### src/hw/rtl/bqd_pkg.sv
// ---------------------------------------------------------------------------
// bqd_pkg
// Widths, codes and helper functions for the direct form II biquad core.
// ---------------------------------------------------------------------------
package bqd_pkg;

  localparam int CHANNELS       = 8;
  localparam int CHAN_BITS      = 3;
  localparam int SAMPLE_BITS    = 24;
  localparam int COEF_BITS      = 18;
  localparam int COEF_FRAC_BITS = 16;
  localparam int DELAY_BITS     = 32;
  localparam int PROD_BITS      = COEF_BITS + DELAY_BITS;
  localparam int ACC_BITS       = PROD_BITS + 4;
  localparam int SHIFT_BITS     = ACC_BITS - COEF_FRAC_BITS;

  localparam logic signed [COEF_BITS-1:0] COEF_B0_RST = COEF_BITS'(65536);

  localparam logic signed [ACC_BITS-1:0] ROUND_HALF =
    ACC_BITS'(1) << (COEF_FRAC_BITS - 1);

  typedef enum logic [2:0] {
    CFG_B0 = 3'd0,
    CFG_B1 = 3'd1,
    CFG_B2 = 3'd2,
    CFG_A1 = 3'd3,
    CFG_A2 = 3'd4
  } cfg_idx_t;

  typedef struct packed {
    logic mul_en;
    logic acc_load;
    logic acc_en;
    logic sub;
  } mac_ctrl_t;

  function automatic logic signed [DELAY_BITS-1:0] sat_dly(
    input logic signed [SHIFT_BITS-1:0] v
  );
    logic [SHIFT_BITS-DELAY_BITS:0] hi;
    hi = v[SHIFT_BITS-1:DELAY_BITS-1];
    if ((&hi) || !(|hi)) begin
      return v[DELAY_BITS-1:0];
    end else if (v[SHIFT_BITS-1]) begin
      return {1'b1, {(DELAY_BITS-1){1'b0}}};
    end else begin
      return {1'b0, {(DELAY_BITS-1){1'b1}}};
    end
  endfunction

  function automatic logic signed [SAMPLE_BITS-1:0] sat_smp(
    input logic signed [SHIFT_BITS-1:0] v
  );
    logic [SHIFT_BITS-SAMPLE_BITS:0] hi;
    hi = v[SHIFT_BITS-1:SAMPLE_BITS-1];
    if ((&hi) || !(|hi)) begin
      return v[SAMPLE_BITS-1:0];
    end else if (v[SHIFT_BITS-1]) begin
      return {1'b1, {(SAMPLE_BITS-1){1'b0}}};
    end else begin
      return {1'b0, {(SAMPLE_BITS-1){1'b1}}};
    end
  endfunction

endpackage

### src/hw/rtl/bqd_if.sv
// ---------------------------------------------------------------------------
// bqd_if
// Valid/ready channels of the biquad core: sample in, sample out, config.
// ---------------------------------------------------------------------------
interface bqd_in_if import bqd_pkg::*; ();
  logic                          valid;
  logic                          ready;
  logic signed [SAMPLE_BITS-1:0] sample_in;
  logic [CHAN_BITS-1:0]          channel_in;

  modport source (output valid, output sample_in, output channel_in, input ready);
  modport sink   (input valid, input sample_in, input channel_in, output ready);
endinterface

interface bqd_out_if import bqd_pkg::*; ();
  logic                          valid;
  logic                          ready;
  logic signed [SAMPLE_BITS-1:0] sample_out;
  logic [CHAN_BITS-1:0]          channel_out;

  modport source (output valid, output sample_out, output channel_out, input ready);
  modport sink   (input valid, input sample_out, input channel_out, output ready);
endinterface

interface bqd_cfg_if import bqd_pkg::*; ();
  logic                        valid;
  logic                        ready;
  logic [2:0]                  index;
  logic signed [COEF_BITS-1:0] data;

  modport source (output valid, output index, output data, input ready);
  modport sink   (input valid, input index, input data, output ready);
endinterface

### src/hw/rtl/bqd_mac.sv
// ---------------------------------------------------------------------------
// bqd_mac
// Shared 18x32 multiplier with registered product and accumulator.
// ---------------------------------------------------------------------------
module bqd_mac import bqd_pkg::*; (
  input  logic                          clk,
  input  mac_ctrl_t                     ctrl,
  input  logic signed [COEF_BITS-1:0]   coef,
  input  logic signed [DELAY_BITS-1:0]  data,
  input  logic signed [ACC_BITS-1:0]    load_val,
  output logic signed [ACC_BITS-1:0]    sum
);

  logic signed [PROD_BITS-1:0] prod_r;
  logic signed [ACC_BITS-1:0]  acc_r;
  logic signed [ACC_BITS-1:0]  prod_ext;

  assign prod_ext = ACC_BITS'(prod_r);
  assign sum      = ctrl.sub ? (acc_r - prod_ext) : (acc_r + prod_ext);

  always_ff @(posedge clk) begin
    if (ctrl.mul_en) begin
      prod_r <= coef * data;
    end
    if (ctrl.acc_load) begin
      acc_r <= load_val;
    end else if (ctrl.acc_en) begin
      acc_r <= sum;
    end
  end

endmodule

### src/hw/rtl/biquad_direct_form_two_filter_core.sv
// ---------------------------------------------------------------------------
// biquad_direct_form_two_filter_core
// Eight-channel direct form II biquad with saturating 32-bit delay state.
// Sequence: an accepted word steps through A1, A2, W, B0, B1, B2 and Y;
// the result is registered in Y once the output is free. A new word is taken
// only in IDLE. The five products share one 18x32 multiplier, one per step.
// Reset: coefficients to pass-through (b0 = 1.0), all delay state zeroed.
// ---------------------------------------------------------------------------
module biquad_direct_form_two_filter_core import bqd_pkg::*; (
  input  logic     clk,
  input  logic     rst_n,
  bqd_in_if.sink   in_if,
  bqd_out_if.source out_if,
  bqd_cfg_if.sink  cfg_if
);

  typedef enum logic [2:0] {
    ST_IDLE, ST_A1, ST_A2, ST_W, ST_B0, ST_B1, ST_B2, ST_Y
  } state_t;

  state_t                        state_r;
  logic signed [COEF_BITS-1:0]   b0_r, b1_r, b2_r, a1_r, a2_r;
  logic signed [DELAY_BITS-1:0]  delay_one_r [CHANNELS];
  logic signed [DELAY_BITS-1:0]  delay_two_r [CHANNELS];
  logic signed [DELAY_BITS-1:0]  w1_r, w2_r, w_r;
  logic [CHAN_BITS-1:0]          chan_r;
  logic                          chan_ok_r;
  logic                          out_valid_r;
  logic signed [SAMPLE_BITS-1:0] out_sample_r;
  logic [CHAN_BITS-1:0]          out_chan_r;

  mac_ctrl_t                     ctrl;
  logic signed [COEF_BITS-1:0]   coef_op;
  logic signed [DELAY_BITS-1:0]  data_op;
  logic signed [ACC_BITS-1:0]    load_val;
  logic signed [ACC_BITS-1:0]    sum;
  logic                          in_take;
  logic                          out_free;

  assign in_if.ready       = (state_r == ST_IDLE);
  assign in_take           = in_if.valid && in_if.ready;
  assign out_free          = !out_valid_r || out_if.ready;
  assign cfg_if.ready      = 1'b1;
  assign out_if.valid      = out_valid_r;
  assign out_if.sample_out = out_sample_r;
  assign out_if.channel_out = out_chan_r;

  always_comb begin
    ctrl     = '0;
    coef_op  = '0;
    data_op  = '0;
    load_val = ROUND_HALF;
    unique case (state_r)
      ST_IDLE: begin
        ctrl.acc_load = in_take;
        load_val = (ACC_BITS'(in_if.sample_in) <<< COEF_FRAC_BITS) + ROUND_HALF;
      end
      ST_A1: begin
        ctrl.mul_en = 1'b1;
        coef_op = a1_r;
        data_op = w1_r;
      end
      ST_A2: begin
        ctrl.mul_en = 1'b1;
        ctrl.acc_en = 1'b1;
        ctrl.sub    = 1'b1;
        coef_op = a2_r;
        data_op = w2_r;
      end
      ST_W: begin
        ctrl.sub      = 1'b1;
        ctrl.acc_load = 1'b1;
      end
      ST_B0: begin
        ctrl.mul_en = 1'b1;
        coef_op = b0_r;
        data_op = w_r;
      end
      ST_B1: begin
        ctrl.mul_en = 1'b1;
        ctrl.acc_en = 1'b1;
        coef_op = b1_r;
        data_op = w1_r;
      end
      ST_B2: begin
        ctrl.mul_en = 1'b1;
        ctrl.acc_en = 1'b1;
        coef_op = b2_r;
        data_op = w2_r;
      end
      ST_Y: begin
      end
      default: begin
      end
    endcase
  end

  bqd_mac u_mac (
    .clk      (clk),
    .ctrl     (ctrl),
    .coef     (coef_op),
    .data     (data_op),
    .load_val (load_val),
    .sum      (sum)
  );

  always_ff @(posedge clk) begin
    if (!rst_n) begin
      state_r     <= ST_IDLE;
      out_valid_r <= 1'b0;
      b0_r        <= COEF_B0_RST;
      b1_r        <= '0;
      b2_r        <= '0;
      a1_r        <= '0;
      a2_r        <= '0;
      for (int i = 0; i < CHANNELS; i++) begin
        delay_one_r[i] <= '0;
        delay_two_r[i] <= '0;
      end
    end else begin
      if (out_valid_r && out_if.ready && (state_r != ST_Y)) begin
        out_valid_r <= 1'b0;
      end

      if (cfg_if.valid && cfg_if.ready) begin
        unique case (cfg_idx_t'(cfg_if.index))
          CFG_B0:  b0_r <= cfg_if.data;
          CFG_B1:  b1_r <= cfg_if.data;
          CFG_B2:  b2_r <= cfg_if.data;
          CFG_A1:  a1_r <= cfg_if.data;
          CFG_A2:  a2_r <= cfg_if.data;
          default: begin
          end
        endcase
      end

      unique case (state_r)
        ST_IDLE: begin
          if (in_take) begin
            chan_r    <= in_if.channel_in;
            chan_ok_r <= (32'(in_if.channel_in) < CHANNELS);
            w1_r      <= delay_one_r[in_if.channel_in];
            w2_r      <= delay_two_r[in_if.channel_in];
            state_r   <= ST_A1;
          end
        end
        ST_A1: state_r <= ST_A2;
        ST_A2: state_r <= ST_W;
        ST_W: begin
          w_r     <= sat_dly(sum[ACC_BITS-1:COEF_FRAC_BITS]);
          state_r <= ST_B0;
        end
        ST_B0: state_r <= ST_B1;
        ST_B1: state_r <= ST_B2;
        ST_B2: state_r <= ST_Y;
        ST_Y: begin
          if (out_free) begin
            out_valid_r <= 1'b1;
            out_chan_r  <= chan_r;
            if (chan_ok_r) begin
              out_sample_r        <= sat_smp(sum[ACC_BITS-1:COEF_FRAC_BITS]);
              delay_one_r[chan_r] <= w_r;
              delay_two_r[chan_r] <= w1_r;
            end else begin
              out_sample_r <= '0;
            end
            state_r <= ST_IDLE;
          end
        end
        default: state_r <= ST_IDLE;
      endcase
    end
  end

endmodule

### src/flat_wrapper.sv
// flat-port wrapper written by rule: the top's interface ports become plain ports
module biquad_direct_form_two_filter_core_flat import bqd_pkg::*;
  (clk, rst_n, in_if_valid, in_if_sample_in, in_if_channel_in, in_if_ready, out_if_valid, out_if_sample_out, out_if_channel_out, out_if_ready, cfg_if_valid, cfg_if_index, cfg_if_data, cfg_if_ready);
  bqd_in_if in_if_i ();
  bqd_out_if out_if_i ();
  bqd_cfg_if cfg_if_i ();
  input  logic clk;
  input  logic rst_n;
  input wire logic [$bits(in_if_i.valid)-1:0] in_if_valid;
  input wire logic [$bits(in_if_i.sample_in)-1:0] in_if_sample_in;
  input wire logic [$bits(in_if_i.channel_in)-1:0] in_if_channel_in;
  output wire logic [$bits(in_if_i.ready)-1:0] in_if_ready;
  output wire logic [$bits(out_if_i.valid)-1:0] out_if_valid;
  output wire logic [$bits(out_if_i.sample_out)-1:0] out_if_sample_out;
  output wire logic [$bits(out_if_i.channel_out)-1:0] out_if_channel_out;
  input wire logic [$bits(out_if_i.ready)-1:0] out_if_ready;
  input wire logic [$bits(cfg_if_i.valid)-1:0] cfg_if_valid;
  input wire logic [$bits(cfg_if_i.index)-1:0] cfg_if_index;
  input wire logic [$bits(cfg_if_i.data)-1:0] cfg_if_data;
  output wire logic [$bits(cfg_if_i.ready)-1:0] cfg_if_ready;
  assign in_if_i.valid = in_if_valid;
  assign in_if_i.sample_in = in_if_sample_in;
  assign in_if_i.channel_in = in_if_channel_in;
  assign in_if_ready = in_if_i.ready;
  assign out_if_valid = out_if_i.valid;
  assign out_if_sample_out = out_if_i.sample_out;
  assign out_if_channel_out = out_if_i.channel_out;
  assign out_if_i.ready = out_if_ready;
  assign cfg_if_i.valid = cfg_if_valid;
  assign cfg_if_i.index = cfg_if_index;
  assign cfg_if_i.data = cfg_if_data;
  assign cfg_if_ready = cfg_if_i.ready;
  biquad_direct_form_two_filter_core u_core (.clk(clk), .rst_n(rst_n), .in_if(in_if_i), .out_if(out_if_i), .cfg_if(cfg_if_i));
endmodule
### config.mk
export PLATFORM = sky130hd
export DESIGN_NAME = biquad_direct_form_two_filter_core_flat
export DESIGN_NICKNAME = d
export VERILOG_FILES = /design/src/hw/rtl/bqd_pkg.sv /design/src/hw/rtl/bqd_if.sv /design/src/hw/rtl/bqd_mac.sv /design/src/hw/rtl/biquad_direct_form_two_filter_core.sv /design/src/flat_wrapper.sv
export SDC_FILE = /design/constraint.sdc
export NUM_CORES = 2
export LEC_CHECK = 0
export ABC_AREA = 1
export BUFFER_PORTS_ARGS = -buffer_cell sky130_fd_sc_hd__buf_2
export CORE_ASPECT_RATIO = 0.5
export CORE_MARGIN = 2
export CORE_UTILIZATION = 51
export CTS_CLUSTER_DIAMETER = 200
export DETAILED_ROUTE_END_ITERATION = 12
export PLACE_DENSITY = 0.7
export SETUP_SLACK_MARGIN = 0.5
export SYNTH_ARGS = -nofsm -noshare
export SYNTH_HDL_FRONTEND = slang
export SYNTH_SLANG_ARGS = --single-unit
export TNS_END_PERCENT = 5
### constraint.sdc
create_clock -name clk -period 7.75 [get_ports clk]
set_input_delay 0.775 -clock clk [delete_from_list [all_inputs] [get_ports clk]]
set_output_delay 0.775 -clock clk [all_outputs]
set_load 0.02 [all_outputs]
======== After elaboration in Yosys (flattened, before gate mapping) ========
Memory sizes are Yosys's and may differ from the RTL's. A register that Yosys moved wholly into a read port is not among the register bits.
Cells that the tools add are included.
storage, ports and cells
  word-level logic and storage cells ...... 96
  RAM bits ................................ 512
  memories ................................ 2
  output and inout port bits .............. 30
  bits in registers ....................... 260
  input bits .............................. 53
cells by class
  reduce and logical (&&, ||, !) cells .... 32
  muxes and demuxes ....................... 31
  equality and inequality tests ........... 14
  add/subtract/negate cells ............... 3
  multipliers ............................. 1
memory list
  memory              words  bits a word  rd ports  clocked after Yosys merged registers in  wr ports  RTL line                                  RTL
  u_core.delay_one_r  8      32           1         1                                        8         biquad_direct_form_two_filter_core.sv:23  logic signed [DELAY_BITS-1:0] delay_one_r [CHANNELS];
  u_core.delay_two_r  8      32           1         1                                        8         biquad_direct_form_two_filter_core.sv:24  logic signed [DELAY_BITS-1:0] delay_two_r [CHANNELS];
operator list
  operator                                                                count
  54-bit 2-to-1 mux                                                       4
  32-bit 2-to-1 mux                                                       4
  32-bit case mux with 3 select lines                                     1
  18-bit case mux with 5 select lines                                     1
  32-bit OR reduction                                                     2
  54-bit by 50-bit adder with 54-bit output                               1
  54-bit by 50-bit subtractor with 54-bit output                          1
  18-bit by 32-bit multiplier with 50-bit output                          1
  24-bit 2-to-1 mux                                                       2
  40-bit by 17-bit adder with 41-bit output (second input constant)       1
  3-bit case mux with 8 select lines                                      1
  3-bit equality test (second input constant)                             5
  15-bit AND reduction                                                    1
  15-bit OR reduction                                                     1
  2-bit AND reduction                                                     7
  1-bit 2-to-1 mux                                                        13
  3-bit by 2-bit equality test with 1-bit output (second input constant)  4
  3-bit 2-to-1 mux                                                        4
  7-bit AND reduction                                                     1
  7-bit OR reduction                                                      1
  3-bit by 1-bit equality test with 1-bit output (second input constant)  2
  3-bit zero test                                                         2
  3-bit AND reduction                                                     2
  2-bit OR reduction                                                      3
  10 further kinds                                                        16

======== Logic depth before layout (Yosys ltp) ========
  depth in word-level cells ............... 8
  depth in mapped cells ................... 37
  gate-level depth less buffers ........... 34

======== Modules after synthesis ========
A second synthesis with hierarchy kept.
second synthesis, totals
  cells, all modules ...................... 7,658
  area total of the unflattened synthesis .. 63,203.1 um2
by module, submodules not included
  module                              area each (um2)  cells each  instances  seq. area each (um2)
  biquad_direct_form_two_filter_core  32,025.7         3,321       1          21,040.2
  bqd_mac                             31,177.4         4,337       1          3,123.0

======== Least setup slack after synthesis ========
No wires, ideal clock.
  path type ............................... flip-flop to flip-flop
  start point ............................. register u_core.state_r[0]
  end point ............................... register u_core.u_mac.prod_r[48], data pin
  required time ........................... 7.488 ns
  buffers on the path ..................... 2
  slack ................................... 0.898 ns
  library setup time ...................... 0.262 ns
  arrival ................................. 6.590 ns
  period minus slack after synthesis ...... 6.852 ns
  cell stages (with the launch flop) ...... 32
  cells stage by stage .................... dfxtp_1 -> buf_2 -> inv_1 -> nor2_1 -> inv_1 -> nor2_1 -> inv_1 -> buf_2 -> o21ai_0 -> nor2_1 -> nor2_1 -> inv_1 -> fa_1 -> inv_1 -> fa_1 -> ha_1 -> inv_1 -> fa_1 -> inv_1 -> fa_1 -> inv_1 -> fa_1 -> inv_1 -> ha_1 -> nand2_1 -> nor2_1 -> inv_1 -> nor4_1 -> nand3_1 -> o2111ai_1 -> a21oi_1 -> xor2_1
between the ends
  word-level cells in the longest chain between the ends .. 4
  elaborated cells between the ends (all ways) .. 10
  those cells by class .................... 1 x mul; 5 x eq/ne; 2 x mux; 2 x reduce/logical
RTL lines
  what                                                                    RTL line                                   RTL
  start: declaration                                                      biquad_direct_form_two_filter_core.sv:21   state_t state_r;
  start signal: assignment                                                biquad_direct_form_two_filter_core.sv:109  state_r <= ST_IDLE;
  start signal: assignment                                                biquad_direct_form_two_filter_core.sv:144  state_r <= ST_A1;
  start signal: assignment                                                biquad_direct_form_two_filter_core.sv:147  ST_A1: state_r <= ST_A2;
  3-bit by 2-bit equality test with 1-bit output (tied with other cells)  biquad_direct_form_two_filter_core.sv:53   unique case (state_r)
  2-bit OR reduction (no line)                                            --
  32-bit case mux with 3 select lines                                     biquad_direct_form_two_filter_core.sv:53
  18-bit by 32-bit multiplier with 50-bit output (*)                      bqd_mac.sv:23                              prod_r <= coef * data;
  end signal: assignment                                                  bqd_mac.sv:23
  end: declaration                                                        bqd_mac.sv:14                              logic signed [PROD_BITS-1:0] prod_r;
Mark *: on every way between the ends. The rest lies on a longest branch, timed or not.
A chain may end at the register's enable or synchronous reset.

======== Worst setup path after layout ========
  start point ............................. register u_core.state_r[0]
  end point ............................... register u_core.u_mac.prod_r[42], data pin
The elaborated chain is that of the path after synthesis.

==> flow_summary.ini <==
[cts]
cts_buffers = 82
clkSinkCount = 836
cts_max_level = 3
cts_root_buf = clkbuf_16
clockBufferDepth = 3
cts.hold.buffers_added = 0
cts_tree = built
insertion_delay_ns = 0.69
clk_pin_slew_worst_paths_ns = 0.06

[final_layout]
drive_gt1_share_pct = 9.33
layout.nets = 7901
final_cell_count_no_fill = 8778
areaGrowthSynthToFinish_pct = 11.8
final_util_pct = 57.3

[job]
cap_violations = 0

[sta]
period_needed_ns = 7.07
rsz0062_at_grt = yes
fmaxAchievable_ghz = 0.141
tightest_slew_ns = 1.25
relSlewSlack_pct = 16.6
tns_ns = 0
fin_crit_sh_pct = 91.2
timing_max_transition_violations_final = 0
hold_violations = 0
worst_clock_skew_ns = 0.0311
finalSetupViolCount = 0
holdWs_ns = 0.339

[setup_path]
crit_path_frequent_cell = nand2_1
cp_max_fo = 6
crit_slowest_cell = fa_1
crit-reg2reg-launch = u_core.state_r[0]$_SDFFE_PN0P_
path_delay_family = adder cells
r2r_cells = 34
critPathRequiredTime_ns = 8.17
critical_path_class = reg2reg
r2r-end = u_core.u_mac.prod_r[42]$_DFFE_PP_
cp_num_buf_inv = 10
arrival_ns = 7.48
rrSetupSlack_ns = 0.68
crit_path_end_kind = flop
worst_setup_path_start_kind = flop
slowest_delay_ns = 0.55

[placed_design]
dp_hpwl_um = 134000
gp_congestion = 1.01
portBuffers = 81
dpl.cell_count = 8585

[routing]
wl_um = 193000
ant_nets = 0
wl_per_cell_um = 22.0
drc = 0
drt_first_iter_violations = 5381
firstDrtPassIters = 9
via_per_inst = 5.58
route.vias.total = 49000

[grt]
grt_pass1_vias = 46900
grt_first_pass_wirelength_um = 285000
grtUsageTotal_pct = 31.2
globalRouteOverflowTotal = 0
grt_antenna_before_repair = 3
grt_max_degree = 107

[floorplan]
dieArea_um2 = 121000
core_um2 = 118000
die_x_um = 490
rows = 89
ios = 83
die_y_um = 247
start_util_pct = 51.3

[pwr]
max-vdd-ir-drop_mv = 0.169
seqPwrFrac_pct = 37.7
power.share.switching_pct = 39.6
powerDensity_nw_per_um2 = 222
p_int_mw = 9.03
p_total_mw = 15.0
leakagePower_nw = 30.2
clockPowerShare_pct = 25.9
switchingPower_mw = 5.92
comb_power_share_pct = 36.5

[logic_synthesis]
syn_area_um2 = 60300
ys_types = 48
synth_flop_cell = edfxtp_1
syn_nets = 7706
ys_ff_latch = 836
seq_area_frac_synth_pct = 40.1
synthArstFlopShare_pct = 0
yosys_warnings = 0
postSynthAreaPerCell_um2 = 8.71
synth_edf_count = 742
syn-instance-count = 6924

[worst_hold_path]
hold_path_depth = 1
hold_start = in_if_channel_in[2]
hold_path_class = in2reg
min_to = u_core.chan_r[2]$_DFFE_PP_

[outcome]
outcome = finished, final reports clean
[routing by layer]
| metal | vias to the layer above | track usage [%] | part of all wire (%) |
|---|---|---|---|
| met5 | - | 0 | 0.0062 |
| met4 | 2 | 10.6 | 3.7 |
| met3 | 424 | 5.86 | 10 |
| met2 | 2379 | 49.8 | 45 |
| met1 | 24000 | 43.0 | 40 |
| li1 | 22200 | - | - |
[area by class of cell]
cell class	count	area, um2
diodes	4	10.0
clock buffers	98	2120
clock inverters	49	397
fillers	10500	50200
inverters	1185	4520
multi-input cells	4626	31100
flip-flops and latches	836	24200
well taps	1592	1990
repair buffers	387	3110
repair inverters	1	7.51
[power groups by stage]
stage	clock network [mW]	registers, mW	logic, mW
after global placement	0	5.71	5.22
after global routing	4.06	5.65	5.89
after CTS	3.88	5.63	5.26
after detailed placement	0	5.72	5.23
after floorplan	0	5.65	3.34
final	3.87	5.63	5.45
[sequential cells by signal, indices dropped and copies added (netlist names), 24 cells and up]
register                  flops
u_core.delay_one_r          256
u_core.delay_two_r          256
u_core.u_mac.acc_r           54
u_core.u_mac.prod_r          50
u_core.w1_r                  32
u_core.w2_r                  32
u_core.w_r                   32
u_core.out_if.sample_out     24
[worst max-delay path by stage]
stage	startpoint	to	slack, ns	cells after the start
2_1_floorplan	u_core.state_r[0]$_SDFFE_PN0P_	u_core.u_mac.prod_r[48]$_DFFE_PP_	0.90	31
3_3_place_gp	u_core.state_r[0]$_SDFFE_PN0P_	u_core.u_mac.prod_r[40]$_DFFE_PP_	0.30	29
3_5_place_dp	u_core.state_r[0]$_SDFFE_PN0P_	u_core.u_mac.prod_r[40]$_DFFE_PP_	0.22	29
4_1_cts	u_core.state_r[0]$_SDFFE_PN0P_	u_core.u_mac.prod_r[48]$_DFFE_PP_	0.49	29
5_1_grt	u_core.state_r[0]$_SDFFE_PN0P_	u_core.u_mac.prod_r[32]$_DFFE_PP_	0.44	33
6_report	u_core.state_r[0]$_SDFFE_PN0P_	u_core.u_mac.prod_r[42]$_DFFE_PP_	0.68	34
[stage by stage]
| stage | setup slack [ns] | instance area [um2] |
|---|---|---|
| global placement | 0.300 | 63800 |
| CTS | 0.489 | 66400 |
| global route | 0.438 | 67400 |
| floorplan | 0.898 | 60300 |
| finish | 0.682 | 67400 |
| detailed placement | 0.223 | 63800 |
[cell families after synthesis]
group	synth area share, %
xor gates and xnor gates	1.83
and+or+nand+nor	18.4
AOI/OAI and AO/OA	8.42
adders and majority gates	22.0
DFF	40.1
other	0.00622
buffers and inverters	9.28
[layout by cell type (no fill, tap or decap), types with 11 or more instances in the layout]
| master | n |
|---|---|
| nor2_1 | 1538 |
| inv_1 | 1103 |
| nand2_1 | 1052 |
| edfxtp_1 | 742 |
| fa_1 | 548 |
| o21ai_0 | 482 |
| buf_4 | 250 |
| a21oi_1 | 181 |
| ha_1 | 169 |
| nand3_1 | 100 |
| dfxtp_1 | 91 |
| clkbuf_16 | 86 |
| a31oi_1 | 83 |
| buf_2 | 80 |
| xor2_1 | 77 |
| o22ai_1 | 75 |
| clkinv_1 | 67 |
| xnor2_1 | 49 |
| nand4_1 | 37 |
| buf_6 | 33 |
| nor3_1 | 29 |
| a21oi_2 | 21 |
| nor2_2 | 19 |
| nand2_4 | 19 |
| clkinvlp_4 | 16 |
| clkbuf_1 | 15 |
| buf_12 | 15 |
| inv_2 | 14 |
| nor2_4 | 12 |
| clkinv_2 | 12 |
| o21bai_1 | 12 |
| o21ai_1 | 11 |
[what timing repair did]
action	in CTS	in global routing
gates resized for setup	12	170
endpoints found under the setup margin	24	33
pin swaps	0	13
cloned	0	6
buffers inserted	2	34
[cell usage after synthesis (5+ instances only)]
library cell  instances  area, um2
fa_1                554      11100
o21a_1                8       60.1
a21oi_2              15        131
buf_2                32        160
nor2_1             1560       5860
edfxtp_1            742      22300
inv_1              1115       4190
clkinv_1             52        195
inv_2                18       67.6
nor2_2                8       50.1
xnor2_1              49        429
o21bai_1             14        105
a21oi_1             190        951
a221oi_1              7       61.3
ha_1                175       2190
nand3_1             102        510
buf_1                42        158
a22o_1                8       70.1
dfxtp_1              94       1880
nand4_1              37        231
nand2_1            1073       4030
o22ai_1              77        482
a31oi_1              89        557
and2_1               10       62.6
o211ai_1              5       37.5
nand3_2               5       50.1
clkbuf_1            192        721
buf_6                 7       78.8
o21ai_0             495       2480
nor3_1               35        175
xor2_1               77        674
(Power assumes the default switching activity.)
